<file path="src/hdl/tbpe_pkg.sv">
// Shared types and constants of the tape block pulse encoder.
// No dependencies; every other file of the block refers to it by scoped name.
package tbpe_pkg;

  // block lengths that select the lead-in form
  localparam logic [15:0] LEN_HEADER = 16'd19;
  localparam logic [15:0] LEN_PAUSE  = 16'd20;

  // register defaults
  localparam logic [15:0] RST_PILOT_HALF    = 16'd2168;
  localparam logic [15:0] RST_SYNC_FIRST    = 16'd667;
  localparam logic [15:0] RST_SYNC_SECOND   = 16'd735;
  localparam logic [15:0] RST_ONE_HALF      = 16'd1710;
  localparam logic [15:0] RST_ZERO_HALF     = 16'd855;
  localparam logic [15:0] RST_GAP_LENGTH    = 16'd1000;
  localparam logic [15:0] RST_HEADER_PILOTS = 16'd16126;  // 8063 * 2
  localparam logic [15:0] RST_DATA_PILOTS   = 16'd6466;   // 3233 * 2

  // register indexes
  localparam int unsigned CFG_IDX_W = 4;
  localparam logic [CFG_IDX_W-1:0] REG_PILOT_HALF    = 4'd0;
  localparam logic [CFG_IDX_W-1:0] REG_SYNC_FIRST    = 4'd1;
  localparam logic [CFG_IDX_W-1:0] REG_SYNC_SECOND   = 4'd2;
  localparam logic [CFG_IDX_W-1:0] REG_ONE_HALF      = 4'd3;
  localparam logic [CFG_IDX_W-1:0] REG_ZERO_HALF     = 4'd4;
  localparam logic [CFG_IDX_W-1:0] REG_GAP_LENGTH    = 4'd5;
  localparam logic [CFG_IDX_W-1:0] REG_HEADER_PILOTS = 4'd6;
  localparam logic [CFG_IDX_W-1:0] REG_DATA_PILOTS   = 4'd7;

  // run kinds on the result port
  localparam logic [1:0] RUN_PULSES = 2'd0;
  localparam logic [1:0] RUN_PAUSE  = 2'd1;
  localparam logic [1:0] RUN_END    = 2'd2;

  // input kinds
  localparam logic IN_BYTE = 1'b0;
  localparam logic IN_END  = 1'b1;

  // commands passed from front to back
  localparam logic [2:0] OP_END       = 3'd0;  // end marker
  localparam logic [2:0] OP_HEADER    = 3'd1;  // gap, header pilot, sync
  localparam logic [2:0] OP_PAUSE     = 3'd2;  // pause marker, data pilot, sync
  localparam logic [2:0] OP_BLOCK     = 3'd3;  // gap, data pilot, sync
  localparam logic [2:0] OP_BYTE      = 3'd4;  // eight bits
  localparam logic [2:0] OP_BYTE_LAST = 3'd5;  // eight bits then gap

  localparam int unsigned CMD_DEPTH = 4;
  localparam int unsigned CMD_PTR_W = $clog2(CMD_DEPTH);
  localparam int unsigned CMD_CNT_W = $clog2(CMD_DEPTH + 1);

  typedef struct packed {
    logic [2:0] op;
    logic [7:0] data;
  } cmd_t;

  typedef struct packed {
    logic [15:0] pilot_half_period;
    logic [15:0] sync_first_half;
    logic [15:0] sync_second_half;
    logic [15:0] one_half_period;
    logic [15:0] zero_half_period;
    logic [15:0] gap_length;
    logic [15:0] header_pilot_count;
    logic [15:0] data_pilot_count;
  } cfg_t;

  typedef struct packed {
    logic [1:0]  run_kind;
    logic        start_level;
    logic [15:0] half_period;
    logic [15:0] half_count;
    logic        last_of_item;
  } result_t;

endpackage

</file>
<file path="src/hdl/tbpe_front.sv">
// Front end: parses the tape image byte stream into block commands.
// Uses tbpe_pkg.
module tbpe_front (
  input  logic             clk,
  input  logic             rst_n,
  input  logic             accept,
  input  logic             kind,
  input  logic [7:0]       data_byte,
  output logic             cmd_push,
  output tbpe_pkg::cmd_t   cmd
);

  localparam logic [1:0] PH_LOW  = 2'd0;
  localparam logic [1:0] PH_HIGH = 2'd1;
  localparam logic [1:0] PH_DATA = 2'd2;
  localparam logic [1:0] PH_STOP = 2'd3;

  logic [1:0]  phase_r, phase_nxt;
  logic [7:0]  length_low_r, length_low_nxt;
  logic [15:0] bytes_left_r, bytes_left_nxt;
  logic [15:0] len;
  logic [15:0] left_dec;

  assign len      = {data_byte, length_low_r};
  assign left_dec = bytes_left_r - 16'd1;

  always_comb begin
    phase_nxt      = phase_r;
    length_low_nxt = length_low_r;
    bytes_left_nxt = bytes_left_r;
    cmd_push       = 1'b0;
    cmd.op         = tbpe_pkg::OP_END;
    cmd.data       = data_byte;
    if (accept && phase_r != PH_STOP) begin
      if (kind == tbpe_pkg::IN_END) begin
        cmd_push  = 1'b1;
        cmd.op    = tbpe_pkg::OP_END;
        phase_nxt = PH_STOP;
      end else begin
        unique case (phase_r)
          PH_LOW: begin
            length_low_nxt = data_byte;
            phase_nxt      = PH_HIGH;
          end
          PH_HIGH: begin
            bytes_left_nxt = len;
            cmd_push       = 1'b1;
            phase_nxt      = PH_DATA;
            priority if (len == 16'd0) begin
              cmd.op    = tbpe_pkg::OP_END;
              phase_nxt = PH_STOP;
            end else if (len == tbpe_pkg::LEN_HEADER) begin
              cmd.op = tbpe_pkg::OP_HEADER;
            end else if (len == tbpe_pkg::LEN_PAUSE) begin
              cmd.op = tbpe_pkg::OP_PAUSE;
            end else begin
              cmd.op = tbpe_pkg::OP_BLOCK;
            end
          end
          PH_DATA: begin
            bytes_left_nxt = left_dec;
            cmd_push       = 1'b1;
            if (left_dec == 16'd0) begin
              cmd.op    = tbpe_pkg::OP_BYTE_LAST;
              phase_nxt = PH_LOW;
            end else begin
              cmd.op = tbpe_pkg::OP_BYTE;
            end
          end
          default: begin
            phase_nxt = PH_STOP;
          end
        endcase
      end
    end
  end

  always_ff @(posedge clk) begin
    if (!rst_n) begin
      phase_r      <= PH_LOW;
      length_low_r <= 8'd0;
      bytes_left_r <= 16'd0;
    end else begin
      phase_r      <= phase_nxt;
      length_low_r <= length_low_nxt;
      bytes_left_r <= bytes_left_nxt;
    end
  end

endmodule

</file>
<file path="src/hdl/tbpe_cmd_fifo.sv">
// Short command queue between front end and run sequencer.
// Uses tbpe_pkg.
module tbpe_cmd_fifo (
  input  logic            clk,
  input  logic            rst_n,
  input  logic            push,
  input  tbpe_pkg::cmd_t  push_cmd,
  output logic            full,
  input  logic            pop,
  output logic            empty,
  output tbpe_pkg::cmd_t  head
);

  tbpe_pkg::cmd_t slot_r [tbpe_pkg::CMD_DEPTH];
  logic [tbpe_pkg::CMD_PTR_W-1:0] wr_ptr_r, wr_ptr_nxt;
  logic [tbpe_pkg::CMD_PTR_W-1:0] rd_ptr_r, rd_ptr_nxt;
  logic [tbpe_pkg::CMD_CNT_W-1:0] count_r, count_nxt;
  logic do_push, do_pop;

  assign full    = (count_r == tbpe_pkg::CMD_CNT_W'(tbpe_pkg::CMD_DEPTH));
  assign empty   = (count_r == '0);
  assign do_push = push && !full;
  assign do_pop  = pop && !empty;
  assign head    = slot_r[rd_ptr_r];

  always_comb begin
    wr_ptr_nxt = do_push ? wr_ptr_r + 1'b1 : wr_ptr_r;
    rd_ptr_nxt = do_pop  ? rd_ptr_r + 1'b1 : rd_ptr_r;
    count_nxt  = count_r;
    if (do_push && !do_pop) begin
      count_nxt = count_r + 1'b1;
    end else if (do_pop && !do_push) begin
      count_nxt = count_r - 1'b1;
    end
  end

  always_ff @(posedge clk) begin
    if (do_push) begin
      slot_r[wr_ptr_r] <= push_cmd;
    end
  end

  always_ff @(posedge clk) begin
    if (!rst_n) begin
      wr_ptr_r <= '0;
      rd_ptr_r <= '0;
      count_r  <= '0;
    end else begin
      wr_ptr_r <= wr_ptr_nxt;
      rd_ptr_r <= rd_ptr_nxt;
      count_r  <= count_nxt;
    end
  end

endmodule

</file>
<file path="src/hdl/tbpe_back.sv">
// Run sequencer: expands each command into tape runs, one per cycle while the
// result port is not stalled, into a result register. Uses tbpe_pkg.
module tbpe_back (
  input  logic              clk,
  input  logic              rst_n,
  input  tbpe_pkg::cfg_t    cfg,
  input  logic              cmd_valid,
  input  tbpe_pkg::cmd_t    cmd,
  output logic              cmd_pop,
  input  logic              res_pop,
  output logic              res_valid,
  output tbpe_pkg::result_t res
);

  logic [3:0]        step_r, step_nxt;
  logic              out_valid_r, out_valid_nxt;
  tbpe_pkg::result_t res_r;
  tbpe_pkg::result_t run;
  logic [3:0]        last_step;
  logic              emit;
  logic              take;
  logic [15:0]       pilots;
  logic              bit_val;

  assign take  = res_pop && out_valid_r;
  assign emit  = cmd_valid && (!out_valid_r || take);

  always_comb begin
    unique case (cmd.op)
      tbpe_pkg::OP_END:       last_step = 4'd0;
      tbpe_pkg::OP_BYTE:      last_step = 4'd7;
      tbpe_pkg::OP_BYTE_LAST: last_step = 4'd8;
      default:                last_step = 4'd3;
    endcase
  end

  assign pilots  = (cmd.op == tbpe_pkg::OP_HEADER) ? cfg.header_pilot_count
                                                   : cfg.data_pilot_count;
  assign bit_val = cmd.data[3'd7 - step_r[2:0]];

  always_comb begin
    run.run_kind     = tbpe_pkg::RUN_PULSES;
    run.start_level  = 1'b1;
    run.half_period  = cfg.gap_length;
    run.half_count   = 16'd1;
    run.last_of_item = (step_r == last_step);
    unique case (cmd.op)
      tbpe_pkg::OP_BYTE, tbpe_pkg::OP_BYTE_LAST: begin
        if (!step_r[3]) begin
          run.half_period = bit_val ? cfg.one_half_period : cfg.zero_half_period;
          run.half_count  = 16'd2;
        end
      end
      tbpe_pkg::OP_HEADER, tbpe_pkg::OP_PAUSE, tbpe_pkg::OP_BLOCK: begin
        unique case (step_r[1:0])
          2'd0: begin
            if (cmd.op == tbpe_pkg::OP_PAUSE) begin
              run.run_kind    = tbpe_pkg::RUN_PAUSE;
              run.start_level = 1'b0;
              run.half_period = 16'd0;
              run.half_count  = 16'd0;
            end
          end
          2'd1: begin
            // pilot ends on a low half
            run.start_level = ~pilots[0];
            run.half_period = cfg.pilot_half_period;
            run.half_count  = pilots;
          end
          2'd2: begin
            run.half_period = cfg.sync_first_half;
          end
          default: begin
            run.start_level = 1'b0;
            run.half_period = cfg.sync_second_half;
          end
        endcase
      end
      default: begin
        run.run_kind    = tbpe_pkg::RUN_END;
        run.start_level = 1'b0;
        run.half_period = 16'd0;
        run.half_count  = 16'd0;
      end
    endcase
  end

  assign cmd_pop = emit && run.last_of_item;

  always_comb begin
    step_nxt = step_r;
    if (emit) begin
      step_nxt = run.last_of_item ? 4'd0 : step_r + 4'd1;
    end
    out_valid_nxt = emit ? 1'b1 : (take ? 1'b0 : out_valid_r);
  end

  always_ff @(posedge clk) begin
    if (emit) begin
      res_r <= run;
    end
  end

  always_ff @(posedge clk) begin
    if (!rst_n) begin
      step_r      <= 4'd0;
      out_valid_r <= 1'b0;
    end else begin
      step_r      <= step_nxt;
      out_valid_r <= out_valid_nxt;
    end
  end

  assign res_valid = out_valid_r;
  assign res       = res_r;

endmodule

</file>
<file path="src/hdl/tap_block_pulse_encoder_top.sv">
// Tape block pulse encoder, top level: register file, front end, command
// queue and run sequencer. Uses tbpe_pkg, tbpe_front, tbpe_cmd_fifo, tbpe_back.
//
// Takes a tape image one byte per beat and gives runs of tape half-pulses,
// one run per result beat. The front end parses the length prefix of each
// block and queues one command per byte that produces output (a length low
// byte, and anything after the end marker, produce nothing); the run
// sequencer turns each command into its runs at one run per clock unless the
// result port stalls. A length high byte yields four runs (gap or pause
// marker, pilot, two sync halves), a data byte eight bit runs, the last byte
// of a block nine (a trailing gap), and a zero length or an end beat a single
// end marker, after which input is swallowed until reset. Sustained throughput
// is one result per cycle when unstalled, so data bytes are paced at eight or
// nine runs each; the first run of a byte passes the command queue and then
// the result register to the result ports. A four-entry command queue lets
// in_push beats keep landing while the result port is stalled. Registers (16
// bits, index 0..7) are written through cfg_*, always ready; indexes 8..15
// are dropped. Write them only while the block is idle.
module tap_block_pulse_encoder_top (
  input  logic        clk,
  input  logic        rst_n,
  // input queue side
  input  logic        in_push,
  output logic        in_full,
  input  logic        in_kind,
  input  logic [7:0]  in_data_byte,
  // result queue side
  output logic        out_empty,
  input  logic        out_pop,
  output logic [1:0]  out_run_kind,
  output logic        out_start_level,
  output logic [15:0] out_half_period,
  output logic [15:0] out_half_count,
  output logic        out_last_of_item,
  // register writes
  input  logic        cfg_valid,
  output logic        cfg_ready,
  input  logic [tbpe_pkg::CFG_IDX_W-1:0] cfg_index,
  input  logic [15:0] cfg_wdata
);

  tbpe_pkg::cfg_t    cfg_r, cfg_nxt;
  tbpe_pkg::cmd_t    front_cmd;
  tbpe_pkg::cmd_t    head_cmd;
  tbpe_pkg::result_t res;
  logic              front_push;
  logic              q_empty;
  logic              q_pop;
  logic              res_valid;
  logic              in_accept;

  assign cfg_ready = 1'b1;
  assign in_accept = in_push && !in_full;

  // register file; out-of-range indexes fall through the default arm
  always_comb begin
    cfg_nxt = cfg_r;
    if (cfg_valid) begin
      unique case (cfg_index)
        tbpe_pkg::REG_PILOT_HALF:    cfg_nxt.pilot_half_period  = cfg_wdata;
        tbpe_pkg::REG_SYNC_FIRST:    cfg_nxt.sync_first_half    = cfg_wdata;
        tbpe_pkg::REG_SYNC_SECOND:   cfg_nxt.sync_second_half   = cfg_wdata;
        tbpe_pkg::REG_ONE_HALF:      cfg_nxt.one_half_period    = cfg_wdata;
        tbpe_pkg::REG_ZERO_HALF:     cfg_nxt.zero_half_period   = cfg_wdata;
        tbpe_pkg::REG_GAP_LENGTH:    cfg_nxt.gap_length         = cfg_wdata;
        tbpe_pkg::REG_HEADER_PILOTS: cfg_nxt.header_pilot_count = cfg_wdata;
        tbpe_pkg::REG_DATA_PILOTS:   cfg_nxt.data_pilot_count   = cfg_wdata;
        default: ;
      endcase
    end
  end

  always_ff @(posedge clk) begin
    if (!rst_n) begin
      cfg_r.pilot_half_period  <= tbpe_pkg::RST_PILOT_HALF;
      cfg_r.sync_first_half    <= tbpe_pkg::RST_SYNC_FIRST;
      cfg_r.sync_second_half   <= tbpe_pkg::RST_SYNC_SECOND;
      cfg_r.one_half_period    <= tbpe_pkg::RST_ONE_HALF;
      cfg_r.zero_half_period   <= tbpe_pkg::RST_ZERO_HALF;
      cfg_r.gap_length         <= tbpe_pkg::RST_GAP_LENGTH;
      cfg_r.header_pilot_count <= tbpe_pkg::RST_HEADER_PILOTS;
      cfg_r.data_pilot_count   <= tbpe_pkg::RST_DATA_PILOTS;
    end else begin
      cfg_r <= cfg_nxt;
    end
  end

  // front end: length parsing and block state
  tbpe_front u_front (
    .clk       (clk),
    .rst_n     (rst_n),
    .accept    (in_accept),
    .kind      (in_kind),
    .data_byte (in_data_byte),
    .cmd_push  (front_push),
    .cmd       (front_cmd)
  );

  // in_full comes straight from the queue: a beat is only taken when a
  // command slot is free, whether or not that beat produces a command
  tbpe_cmd_fifo u_cmd_fifo (
    .clk      (clk),
    .rst_n    (rst_n),
    .push     (front_push),
    .push_cmd (front_cmd),
    .full     (in_full),
    .pop      (q_pop),
    .empty    (q_empty),
    .head     (head_cmd)
  );

  // run sequencer with its result register
  tbpe_back u_back (
    .clk       (clk),
    .rst_n     (rst_n),
    .cfg       (cfg_r),
    .cmd_valid (!q_empty),
    .cmd       (head_cmd),
    .cmd_pop   (q_pop),
    .res_pop   (out_pop),
    .res_valid (res_valid),
    .res       (res)
  );

  assign out_empty        = !res_valid;
  assign out_run_kind     = res.run_kind;
  assign out_start_level  = res.start_level;
  assign out_half_period  = res.half_period;
  assign out_half_count   = res.half_count;
  assign out_last_of_item = res.last_of_item;

endmodule
</file>
<file path="config.mk">
export PLATFORM = sky130hd
export DESIGN_NAME = tap_block_pulse_encoder_top
export DESIGN_NICKNAME = d
export VERILOG_FILES = /design/src/hdl/tbpe_pkg.sv /design/src/hdl/tbpe_front.sv /design/src/hdl/tbpe_cmd_fifo.sv /design/src/hdl/tbpe_back.sv /design/src/hdl/tap_block_pulse_encoder_top.sv
export SDC_FILE = /design/constraint.sdc
export NUM_CORES = 1
export LEC_CHECK = 0
export BUFFER_PORTS_ARGS = -buffer_cell sky130_fd_sc_hd__buf_4
export CORE_MARGIN = 4
export CORE_UTILIZATION = 45
export CTS_BUF_LIST = sky130_fd_sc_hd__clkbuf_8
export DETAILED_ROUTE_END_ITERATION = 12
export SYNTH_ARGS = -nofsm -noshare
export SYNTH_HDL_FRONTEND = slang
export SYNTH_SLANG_ARGS = --single-unit
</file>
<file path="constraint.sdc">
create_clock -name clk -period 4 [get_ports clk]
set_clock_uncertainty 0.1 [all_clocks]
set_input_delay 0.8 -clock clk [delete_from_list [all_inputs] [get_ports clk]]
set_output_delay 0.8 -clock clk [all_outputs]
set_load 0.005 [all_outputs]
</file>
==> run_results.csv, run 1 <==
group,metric,value,unit
status,status,"completed",
synthesis,netlist.area_leader.share,30.36,%
power,p_leak,4.897,nW
synthesis,avgSynthCellArea,9.558,µm²
timing,finalSetupViolCount,0,
worst_hold_path,hold_depth,2,
final_layout,area_delta_synth_final,14.38,%
clocking,cts_buffers,42,
worst_setup_path,worst_ep_required_time,4.36,ns
synthesis,yosysTopAreaCell,"dfxtp_1",
drt,drtAntennaViolNets,0,
grt,grt_pass1_wl,44250,µm
synthesis,synth.area.top_cells,"dfxtp_1 (30%), edfxtp_1 (22%), nand2_1 (9.4%)",
synthesis,synth_edf_count,80,
worst_setup_path,end_kind,"flop",
synthesis,yosysUniqueCellTypes,67,
power,p_per_area,605.2,nW/µm²
final_layout,diodes,0,
floorplanning,ios,73,
synthesis,netlist_instances,1159,
drt,dr.first_iter.drc_count,609,
clocking,clkSinkCount,248,
clocking,cts_hold_buf,0,
placed_design,globalplace.congestion,0.8242,
final_layout,drive_above_1_share,13.41,%
worst_setup_path,worstPathArrival,3.63,ns
timing,rsz0062_at_grt,"no",
power,ir_drop,398.8,µV
clocking,post-cts-setup-buffers,0,
timing,timing.final.crit_period,3.277,ns
timing,maxSlewViolCount,0,
floorplanning,dieArea,27190,µm²
floorplanning,row_count,57,
grt,first_global_vias,7921,
synthesis,synthTopCellsByCount,"nand2_1 (278), dfxtp_1 (168), edfxtp_1 (80)",
timing,tightest_slew,0.9334,ns
timing,finalSetupTns,0,ns
clocking,clock_latency,0.53,ns
timing,finalCritPeriodShare,81.91,%
clocking,htreeDepth,2,
drt,routedWlPerCell,17.85,µm
floorplanning,die_height,164.9,µm
clocking,cts_buffer_depth,3,
run,maxCapViolCount,0,
synthesis,ys_async_sr_fraction,0,%
synthesis,yosys.cell_count.top_type,"nand2_1",
drt,dr.pass1.iters,5,
worst_hold_path,holdPathEnd,"cfg_r[58]",
final_layout,finish.utilization,52.25,%
grt,grt_usage,20.62,%
worst_setup_path,cp_max_fo,9,
synthesis,syn-cell-area,11080,µm²
placed_design,dpl_worst_slack,0.7245,ns
grt,overflow,0,
worst_hold_path,hold_start,"cfg_r[58]",
placed_design,dpl.hpwl,18530,µm
clocking,cts_resized,0,
power,p_total,7.669,mW
timing,setup_slack,0.7235,ns
floorplanning,start_util,45.69,%
timing,maxSlewHeadroom,36.90,%
floorplanning,coreArea,24250,µm²
worst_setup_path,path_class,"flop to flop",
timing,final-hold-violation-count,0,
timing,fmax,305.2,MHz
drt,drc,0,
floorplanning,die_x,164.9,µm
clocking,cts_tree,"done",
synthesis,ys_ff_latch,248,
synthesis,ys_seq_area_share,52.04,%
drt,vias,8455,
synthesis,synth_warnings,0,
synthesis,syn_nets,1210,
final_layout,nets,1257,
drt,viasPerCell,5.413,
worst_setup_path,ff2ff_path_depth,11,
drt,wl,27880,µm
worst_setup_path,r2r_end,"u_cmd_fifo.count_r[2]",
clocking,cts-root-buf,"clkbuf_8",
worst_setup_path,start_kind,"flop",
synthesis,ys.flop_type,"dfxtp_1",
placed_design,portBuffers,71,
worst_hold_path,hp-class,"flop to flop",
worst_setup_path,rrSetupSlack,0.72,ns
clocking,clk_pin_slew_worst_paths,0.06,ns
grt,antenna_found_initial,0,
grt,grt_max_degree,95,
[critical path, stage by stage, from the launching register on]
cell,delay (ns)
dfxtp_1,0.44
mux4_2,0.63
or4b_1,0.56
o311a_2,0.18
a21oi_4,0.18
nand2_4,0.08
ha_1,0.23
inv_1,0.07
fa_1,0.17
xor2_1,0.07
or3_1,0.31
a21boi_0,0.16
[layout by cell type, fill, tap and decap left out, types with 4 or more instances in the layout]
cell | synthesis | layout
a21boi_0 | 76 | 76
a21oi_1 | 15 | 15
a221o_1 | 16 | 16
a221oi_1 | 16 | 16
a22o_1 | 16 | 16
and2_1 | 16 | 16
and3_1 | 5 | 5
buf_4 | 19 | 91
bufinv_16 | 0 | 4
clkbuf_8 | 0 | 49
clkinv_1 | 1 | 4
clkinv_2 | 0 | 4
dfxtp_1 | 168 | 168
edfxtp_1 | 80 | 80
ha_1 | 16 | 16
inv_1 | 17 | 33
mux2i_1 | 30 | 30
mux4_1 | 8 | 8
nand2_1 | 278 | 278
nand2b_1 | 5 | 5
nand3_1 | 64 | 64
nand3b_1 | 6 | 6
nand4_1 | 5 | 5
nand4b_1 | 4 | 4
nor2_1 | 74 | 74
nor2b_1 | 19 | 19
nor3_1 | 16 | 16
nor3b_1 | 7 | 4
nor4_1 | 8 | 8
o21a_1 | 4 | 4
o21ai_0 | 40 | 40
xnor2_1 | 6 | 6
xor2_1 | 7 | 7
[metal layers]
metal	up-vias	wire, µm	part of all wire [%]	track usage [%]
met2	245	12260	44	30.99
met5	-	0	0	0
li1	4155	-	-	-
met1	4029	13610	49	31.30
met3	26	1657	5.9	3.469
met4	0	351	1.3	4.348
[stage by stage]
step | cell area [µm²] | cells | hold WS [ns]
3_3_place_gp | 11790 | 1486 | 0.3487
4_1_cts | 12670 | 1562 | 0.3645
3_5_place_dp | 11790 | 1486 | 0.3551
6_report | 12670 | 1562 | 0.3617
2_1_floorplan | 11080 | 1159 | 0.3398
5_1_grt | 12670 | 1562 | 0.3806
[how the worst max path moves through the flow]
stage	start	endpoint	slack, ns	depth (start not counted)
global route	flop	u_cmd_fifo.count_r[2]	0.50	11
finish	flop	u_cmd_fifo.count_r[2]	0.72	11
global placement	flop	u_cmd_fifo.count_r[2]	0.80	11
CTS	flop	u_cmd_fifo.count_r[2]	0.68	11
detailed placement	flop	u_cmd_fifo.count_r[2]	0.72	11
floorplan	out_pop	u_cmd_fifo.count_r[2]	0.65	9
[registers in the layout (all words and copies together), names as in the netlist, named ones only]
name                  cells
cfg_r                   128
u_cmd_fifo.slot_r        44
u_back.res               36
u_front.bytes_left_r     16
u_front.length_low_r      8
u_back.step_r             4
u_cmd_fifo.count_r        3
u_cmd_fifo.rd_ptr_r       2
u_cmd_fifo.wr_ptr_r       2
u_front.phase_r           2
u_back.res_valid          1
[final cells by class]
class / count / area, µm²
flip-flops and latches: 248 / 5766
inverters: 18 / 67.56
clock inverters: 27 / 211.5
multi-input cells: 804 / 4843
repair buffers: 92 / 703.2
fillers: 2275 / 11580
clock buffers: 49 / 674.4
well taps: 324 / 405.4
[logic make-up after synthesis]
group,share of synthesized area (%)
and+or+nand+nor,20.98
DFF,52.04
xor gates and xnor gates,1.028
AOI/OAI and AO/OA,14.26
buffers and inverters,4.439
other,0.03385
muxes,5.218
adders and majority gates,1.988
[report_power, final]
group	total (mW)	leakage, nW	internal, mW	switching [mW]
Clock	2.36	0.514	1.37	0.993
Sequential	3.21	2.12	3.03	0.179
Combinational	2.09	2.26	0.907	1.18
No activity file was read; power rests on OpenSTA's default activity.
==> run 2, diff against run 1 <==
Clock period 4 ns to 2.7 ns, I/O delays scaled along.
==> run 2 against run 1 <==
  * Sequential power increased by 47%
  * Maximum frequency up 11%
  * Clock power up 40%
  * Global-route usage rose by 0.43 points
  * Cell count grew 3.8%
  * Register-to-register slack worse by 0.97 ns
  * Count of clock-buffer cells in the layout decreased by 3
  * Via count increased by 1.7%
  * Power rose by 51%
  * First-iteration DRC count decreased by 20%
  * Core utilization increased by 2.0 points
  * The flow now finishes with violations (negative setup slack)
  * Sequential share of layout area decreased by 1.7 points
==> run_results.csv, run 2 (synthesis gave the netlist of run 1 again) <==
group,metric,value,unit
worst_setup_path,worstPathArrival,3.31,ns
final_layout,fillers,2224,
worst_setup_path,start_kind,"flop",
floorplanning,coreArea,24250,µm²
final_layout,area_delta_synth_final,18.76,%
power,p_leak,5.165,nW
floorplanning,die_x,164.9,µm
drt,routedWlPerCell,17.68,µm
clocking,htreeDepth,2,
final_layout,largest_reg_flops,128,
worst_setup_path,critPathMostFrequentCell,"xor2_1",
placed_design,place_area,12290,µm²
drt,drc,0,
clocking,cts_hold_buf,0,
status,violations,"negative setup slack",
drt,viasPerCell,5.303,
timing,rsz0062_at_grt,"yes",
floorplanning,die_height,164.9,µm
worst_hold_path,hp-class,"input pin to flop",
power,p_per_area,881.8,nW/µm²
status,status,"finished with violations",
drt,wl,28670,µm
final_layout,final_cell_mix,"nand2_1 (277), dfxtp_1 (167), buf_4 (144)",
floorplanning,start_util,45.69,%
floorplanning,ios,73,
placed_design,dpl.hpwl,19340,µm
worst_setup_path,path_cells,"mux4_2 -> xor2_1 -> o211ai_1 -> a21oi_4 -> nand2_4 -> ha_4 -> inv_2 -> fa_2 -> xor2_1 -> or3_1 -> a21boi_1",
grt,antenna_found_initial,0,
timing,maxSlewViolCount,0,
timing,worst_hold_slack,0.1524,ns
timing,tightest_slew,0.6522,ns
final_layout,nets,1315,
placed_design,dp.cells,1541,
drt,drtAntennaViolNets,0,
power,ir_drop,407.5,µV
drt,dr.first_iter.drc_count,486,
run,maxCapViolCount,0,
worst_setup_path,path_class,"flop to flop",
final_layout,diodes,0,
floorplanning,row_count,57,
worst_setup_path,crit_path_top_delay_cell,"mux4_2",
floorplanning,dieArea,27190,µm²
grt,grt_max_degree,62,
worst_setup_path,cp_max_fo,4,
timing,setup_slack,-0.2459,ns
timing,fmax,339.5,MHz
clocking,cts_buffer_depth,3,
worst_setup_path,worst_ep_required_time,3.06,ns
drt,vias,8601,
clocking,cts-root-buf,"clkbuf_8",
final_layout,top_register,"cfg_r",
clocking,clkSinkCount,248,
timing,final-hold-violation-count,0,
final_layout,final_common_cell,"nand2_1",
clocking,cts_tree,"done",
final_layout,finish.utilization,54.26,%
final_layout,final_cells,1622,
final_layout,drive_above_1_share,18.03,%
timing,timing.final.crit_period,2.946,ns
grt,first_global_vias,8141,
clocking,clock_latency,0.54,ns
drt,dr.pass1.iters,5,
grt,grt_usage,21.05,%
worst_setup_path,cp_slowest_stage_delay,0.55,ns
placed_design,portBuffers,71,
placed_design,globalplace.congestion,0.8517,
final_layout,fin_area,13160,µm²
clocking,cts_buffers,42,
worst_setup_path,end_kind,"flop",
grt,overflow,0,
clocking,clk_pin_slew_worst_paths,0.06,ns
timing,maxSlewHeadroom,56.47,%
timing,finalCritPeriodShare,109.1,%
grt,grt_pass1_wl,45000,µm
timing,finalSetupViolCount,2,
-- run 2: cell count changes in the layout (fill, tap and decap cells not counted), moves of 2 or more --
cell	delta
clkbuf_8	-3
clkinv_2	+5
buf_12	+5
buf_4	+53
clkinv_1	+5
inv_1	-6
bufinv_16	-2
-- run 2: final timing paths --
path,cells after the start,start,slack (ns),to
worst max-delay path,11,flop,-0.25,u_cmd_fifo.count_r[2]
worst min-delay path,1,in_data_byte[2],0.15,u_cmd_fifo.slot_r[0][2]
worst max register to register,11,flop,-0.25,u_cmd_fifo.count_r[2]
worst min register to register,2,cfg_r[2],0.36,cfg_r[2]
-- run 2: final cells by class --
type	count	area, µm²	share of cell area, %
clock buffers	46	633.1	4.812
clock inverters	32	195.2	1.484
inverters	18	67.56	0.5136
multi-input cells	804	4885	37.13
flip-flops and latches	248	5769	43.85
well taps	324	405.4	3.081
repair buffers	150	1201	9.130
-- run 2: worst max-delay path: cells and delay by family, from the launching register on --
| kind | cells | cell delay [ns] |
|---|---|---|
| fa+ha+maj | 2 | 0.46 |
| flops | 1 | 0.38 |
| xor+xnor | 2 | 0.37 |
| compound gates | 3 | 0.58 |
| mux | 1 | 0.55 |
| buf+inv | 1 | 0.04 |
| simple gates | 2 | 0.39 |
-- run 2: through the flow --
step	setup TNS, ns	worst slack (ns)	power [mW]
2_1_floorplan	-0.7823	-0.3782	6.783
3_5_place_dp	-0.4366	-0.2350	8.358
4_1_cts	-0.4251	-0.2440	11.70
6_report	-0.4096	-0.2459	11.60
5_1_grt	-0.6670	-0.3508	12.23
3_3_place_gp	-0.4115	-0.2206	8.331
-- run 2: routing by layer --
layer,share of wire (%),vias to the layer above,wire [µm],track usage (%)
met3,5.1,54,1466,3.594
met5,0,-,0,0
met4,2.4,0,701,6.805
met1,47,4081,13580,30.23
li1,-,4266,-,-
met2,45,200,12920,32.45
-- run 2: what timing repair did --
item,CTS,global route
pin swaps,1,1
cloned,0,0
gates resized for setup,2,2
endpoints found under the setup margin,3,10
buffers inserted,2,1
-- run 2: report_power, final --
| group | switching (mW) | internal, mW |
|---|---|---|
| registers | 0.230 | 4.49 |
| logic | 1.88 | 1.69 |
| clock network | 1.53 | 1.78 |
| total | 3.65 | 7.96 |
